### config.mk
export PLATFORM = sky130hd
export DESIGN_NAME = pps_div
export DESIGN_NICKNAME = d
export VERILOG_FILES = /design/src/rtl/pps_div.sv
export SDC_FILE = /design/constraint.sdc
export NUM_CORES = 1
export LEC_CHECK = 0
export BUFFER_PORTS_ARGS = -buffer_cell sky130_fd_sc_hd__buf_2
export CAP_MARGIN = 20
export CORE_AREA = 10 10 204 206
export CTS_BUF_LIST = sky130_fd_sc_hd__clkbuf_8
export CTS_CLUSTER_DIAMETER = 40
export CTS_CLUSTER_SIZE = 24
export DETAILED_ROUTE_END_ITERATION = 10
export DIE_AREA = 0 0 214 216
export PLACE_DENSITY = 0.67
export SYNTH_ARGS = -nofsm -noshare
export SYNTH_HDL_FRONTEND = slang
export SYNTH_SLANG_ARGS = --single-unit
export TNS_END_PERCENT = 50
### constraint.sdc
create_clock -name clock -period 5.85 [get_ports clock]
set_clock_uncertainty 0.1 [all_clocks]
set_input_delay 0.8775 -clock clock [delete_from_list [all_inputs] [get_ports clock]]
set_output_delay 0.8775 -clock clock [all_outputs]
set_load 0.01 [all_outputs]
### src/rtl/pps_div.sv
// Restoring serial divider: saturated fixed-point quotient num / den
module pps_div #(
   parameter int COORD_WIDTH = 32,
   parameter int FRAC_BITS   = 16
) (
   input  logic                          clock,
   input  logic                          reset,
   input  logic                          start,
   input  logic signed [63:0]            num,
   input  logic signed [63:0]            den,
   output logic                          busy,
   output logic                          done,
   output logic signed [COORD_WIDTH-1:0] quot
);
   localparam int CW   = COORD_WIDTH;
   localparam int DDW  = 64 + FRAC_BITS;
   localparam int CNTW = $clog2(CW + 1);
   localparam logic [CW-1:0] CAP_M1 = {1'b0, {(CW-1){1'b1}}};
   localparam logic [CW-1:0] MIN_V  = {1'b1, {(CW-1){1'b0}}};

   logic            busy_ff, busy_in, done_ff, done_in;
   logic [CNTW-1:0] cnt_ff, cnt_in;
   logic [63:0]     rem_ff, rem_in, b_ff, b_in;
   logic [CW-1:0]   low_ff, low_in, q_ff, q_in, quot_ff, quot_in;
   logic            neg_ff, neg_in, sat_ff, sat_in, zero_ff, zero_in;
   logic [63:0]     a_mag, b_mag;
   logic [DDW-1:0]  dvd, hi_ext;
   logic [64:0]     rem2;
   logic            ge, big;

   always_comb begin
      a_mag  = num[63] ? (64'd0 - num) : num;
      b_mag  = den[63] ? (64'd0 - den) : den;
      dvd    = {a_mag, {FRAC_BITS{1'b0}}};
      hi_ext = dvd >> CW;
      rem2   = {rem_ff, low_ff[CW-1]};
      ge     = rem2 >= {1'b0, b_ff};
      big    = sat_ff | q_ff[CW-1];

      busy_in = busy_ff;
      done_in = 1'b0;
      cnt_in  = cnt_ff;
      rem_in  = rem_ff;
      b_in    = b_ff;
      low_in  = low_ff;
      q_in    = q_ff;
      neg_in  = neg_ff;
      sat_in  = sat_ff;
      zero_in = zero_ff;
      quot_in = quot_ff;

      if (start) begin
         busy_in = 1'b1;
         cnt_in  = CNTW'(CW);
         rem_in  = hi_ext[63:0];
         b_in    = b_mag;
         low_in  = dvd[CW-1:0];
         q_in    = '0;
         neg_in  = num[63] != den[63];
         zero_in = a_mag == 64'd0;
         sat_in  = hi_ext >= DDW'(b_mag);
      end else if (busy_ff) begin
         if (cnt_ff != '0) begin
            rem_in = ge ? 64'(rem2 - {1'b0, b_ff}) : rem2[63:0];
            q_in   = {q_ff[CW-2:0], ge};
            low_in = low_ff << 1;
            cnt_in = cnt_ff - 1'b1;
         end else begin
            busy_in = 1'b0;
            done_in = 1'b1;
            if (zero_ff) begin
               quot_in = '0;
            end else if (neg_ff) begin
               quot_in = big ? MIN_V : (CW'(0) - q_ff);
            end else begin
               quot_in = big ? CAP_M1 : q_ff;
            end
         end
      end
   end

   always_ff @(posedge clock) begin
      if (reset) begin
         busy_ff <= 1'b0;
         done_ff <= 1'b0;
         cnt_ff  <= '0;
      end else begin
         busy_ff <= busy_in;
         done_ff <= done_in;
         cnt_ff  <= cnt_in;
      end
      rem_ff  <= rem_in;
      b_ff    <= b_in;
      low_ff  <= low_in;
      q_ff    <= q_in;
      neg_ff  <= neg_in;
      sat_ff  <= sat_in;
      zero_ff <= zero_in;
      quot_ff <= quot_in;
   end

   assign busy = busy_ff;
   assign done = done_ff;
   assign quot = quot_ff;
endmodule

==> flow_metrics.tcl <==
set metrics [dict create \
    reg2regPathDepth 15 \
    clk_pin_slew_ps 60 \
    worst_setup_path_start_kind "primary input" \
    ys.flop_type "edfxtp_1" \
    yosysTopAreaCell "edfxtp_1" \
    finish.utilization_pct 51.8 \
    detailedRoute.firstIterationViolations 1137 \
    power.static_leakage_nw 8.28 \
    reg2reg_to "rem_ff[58]$_SDFFE_PP0P_" \
    number_of_buffers_created_by_cts 39 \
    synthArstFlopShare_pct 0 \
    netlist_area_mm2 0.0171 \
    postSynthNetCount 2224 \
    antenna_violations_before_repair 1 \
    clock_tree.buffer_depth 3 \
    cts_resized 0 \
    dpl.hpwl_mm 37.3 \
    dieWidth_um 214 \
    vias_per_cell 5.72 \
    postSynthCellCount 1974 \
    postSynthAreaPerCell_um2 8.67 \
    fin_ws_ps 322 \
    hold_viol 0 \
    synthToLayoutAreaGrowth_pct 13.2 \
    wl_mm 47.7 \
    synth.top_cells.by_count "inv_1 (185), nor2_1 (181), edfxtp_1 (163)" \
    grt_start_max_net_pins 89 \
    worst_ep_required_time_ps 6100 \
    yosysWarnings 0 \
    io-pin-count 165 \
    run_status "complete, no violations" \
    grt_overflow_total 0 \
    cap_viol_max_count 0 \
    ys_top_cells_by_area "edfxtp_1 (29%), ha_1 (8.6%), dfxtp_1 (6.5%)" \
    portbufs 164 \
    layout_min_cycle_time_ps 5530 \
    postCtsSetupRepairBufs 0 \
    die_y_um 216 \
    synthDistinctLibCells 76 \
    grt_use_total_pct 19.8 \
    ctsRootBufferMaster "clkbuf_8" \
    rsz0062_at_grt "no" \
    first_global_vias 14800 \
    clock_tree_from_tritoncts "yes" \
    path_max_fanout 7 \
    hold_class "register to register" \
    initial_standard_cell_utilization_of_the_core_pct 45.8 \
    worst_slew_margin_rel_pct 27.5 \
    holdPathEnd "rem_ff[51]$_SDFFE_PP0P_" \
    number_of_enable_flip_flop_cells_after_synthesis 163 \
    max-vdd-ir-drop_v 0.000150 \
    place_ws_ps -314 \
    cts_sinks 219 \
    setup_violations 0 \
    crit_arrival_ps 5780 \
    detailed_router_iteration_count_before_antenna_repair 6 \
    slew_violations 0 \
    final.setup.tns_ps 0 \
    htree_levels 2 \
    finalWeightedCongestion 0.942 \
    drc 0 \
    worstReg2RegStart "low_ff[31]$_DFFE_PP_" \
    post-place-cells 2582 \
    ys_seq_area_share_pct 35.1 \
    critical_path_class "primary input to register" \
    pwr_density_cell_mw_per_mm2 259 \
    reg2reg_setup_slack_ps 1160 \
    final_cell_count_without_fillers 2654 \
    floorplan.die_area_mm2 0.0462 \
    post_route_cells_drive_above_1_share_pct 13.7 \
    achievable-frequency_ghz 0.181 \
    netlist.area_leader.share_pct 28.6 \
    hold-path-cell-count 2 \
    end_kind "register" \
    grt_pass1_wl_mm 76.5 \
    post_cts_hold_buffer_count 0 \
    synth.most_common_cell "inv_1" \
    final_net_count 2362 \
    synth-seq-cells 219 \
    clk_latency_ps 570 \
    core_area_mm2 0.0374 \
    final_antenna_net_count 0 \
    routed-via-count 15200 \
    hold_path.startpoint "rem_ff[51]$_SDFFE_PP0P_" \
    slew_at_the_pin_closest_to_its_max_slew_limit_ps 1090 \
    post_drt_wl_per_cell_um 18.0 \
    post-route-period-util_pct 94.5 \
    site_rows 71 \
]
==> where the power goes <==
| group | internal (mW) | leakage, nW | switching (mW) | total [mW] |
|---|---|---|---|---|
| Sequential | 1.81 | 2.03 | 0.0545 | 1.87 |
| Combinational | 0.570 | 5.78 | 0.895 | 1.47 |
| Clock | 0.966 | 0.476 | 0.721 | 1.69 |
| Total | 3.35 | 8.28 | 1.67 | 5.02 |
==> worst max-delay path by stage <==
stage / start / end / cells after the start
floorplan: den[5] / sat_ff$_DFFE_PP_ / 21
global placement: den[5] / sat_ff$_DFFE_PP_ / 17
detailed placement: den[5] / sat_ff$_DFFE_PP_ / 18
CTS: den[5] / sat_ff$_DFFE_PP_ / 18
global route: den[5] / sat_ff$_DFFE_PP_ / 17
finish: den[5] / sat_ff$_DFFE_PP_ / 18
==> layout by cell type, fill, tap and decap left out, types with 8 or more instances in the layout <==
cell type	n
nor2_1	179
xor2_1	113
xnor2_1	98
inv_1	187
or4_1	22
or2_2	8
o21bai_1	20
a31oi_1	12
a22o_1	31
nor4_1	19
clkbuf_8	39
nand4_1	39
ha_1	118
nand3_1	17
a32oi_1	8
buf_4	31
edfxtp_1	163
o41ai_1	23
or3_1	24
a21oi_1	154
nand2_1	119
nand2b_1	24
dfxtp_1	56
nor2b_1	16
o21ai_0	121
a211oi_1	53
nor3_1	36
a21o_1	49
and3_1	8
o31ai_1	49
buf_2	163
==> cell families after synthesis <==
logic type,synth area share (%)
buffers and inverters,6.28
multiplexers,0.694
AO/OA/AOI/OAI,22.5
adder cells (fa/ha/maj),8.74
flip-flops,35.1
XOR/XNOR,10.8
AND/OR/NAND/NOR,15.9
==> through the flow <==
stage          power [mW]  hold slack [ps]  cell area, um^2
5_1_grt              5.31              415            19400
6_report             5.02              400            19400
3_3_place_gp         3.32              376            18500
2_1_floorplan        2.92              353            17100
3_5_place_dp         3.35              391            18500
4_1_cts              5.05              396            19400
==> routing by layer <==
layer	part of all wire [%]	GRT usage [%]	up-vias
met4	2.7	5.97	2
met1	43	24.3	7236
li1	-	-	7442
met3	5.7	3.65	85
met5	0.027	0	-
met2	49	34.8	417
==> state kept, by name, summed over array words and instances (netlist names) <==
| signal | count |
|---|---|
| zero_ff | 1 |
| q_ff | 32 |
| busy | 1 |
| cnt_ff | 6 |
| rem_ff | 64 |
| done | 1 |
| neg_ff | 1 |
| quot | 32 |
| sat_ff | 1 |
| low_ff | 16 |
| b_ff | 64 |
==> layout make-up <==
cell class                 instances  area, um^2
timing repair buffer             195        1060
inverter                         185         694
multi-input combinational       1472       10100
tap                              511         639
sequential                       219        6020
fill                            3564       18000
clock inverter                    32         372
antenna                            1        2.50
clock buffer                      39         537
==> worst max-delay path, stage by stage <==
cell and delay [ps]:
buf_2 120, or4_1 540, or3_1 370, or2_1 360, or3b_4 510, or2_2 330
nor2_1 140, nand2_1 90, o31ai_1 250, xor2_1 280, ha_1 220, nand3_1 80
nor2_1 240, nand2_1 140, nor4_1 530, a221o_1 270, nand3b_1 90, nor4bb_1 330
Note: power is estimated with default switching activity, not from simulation.
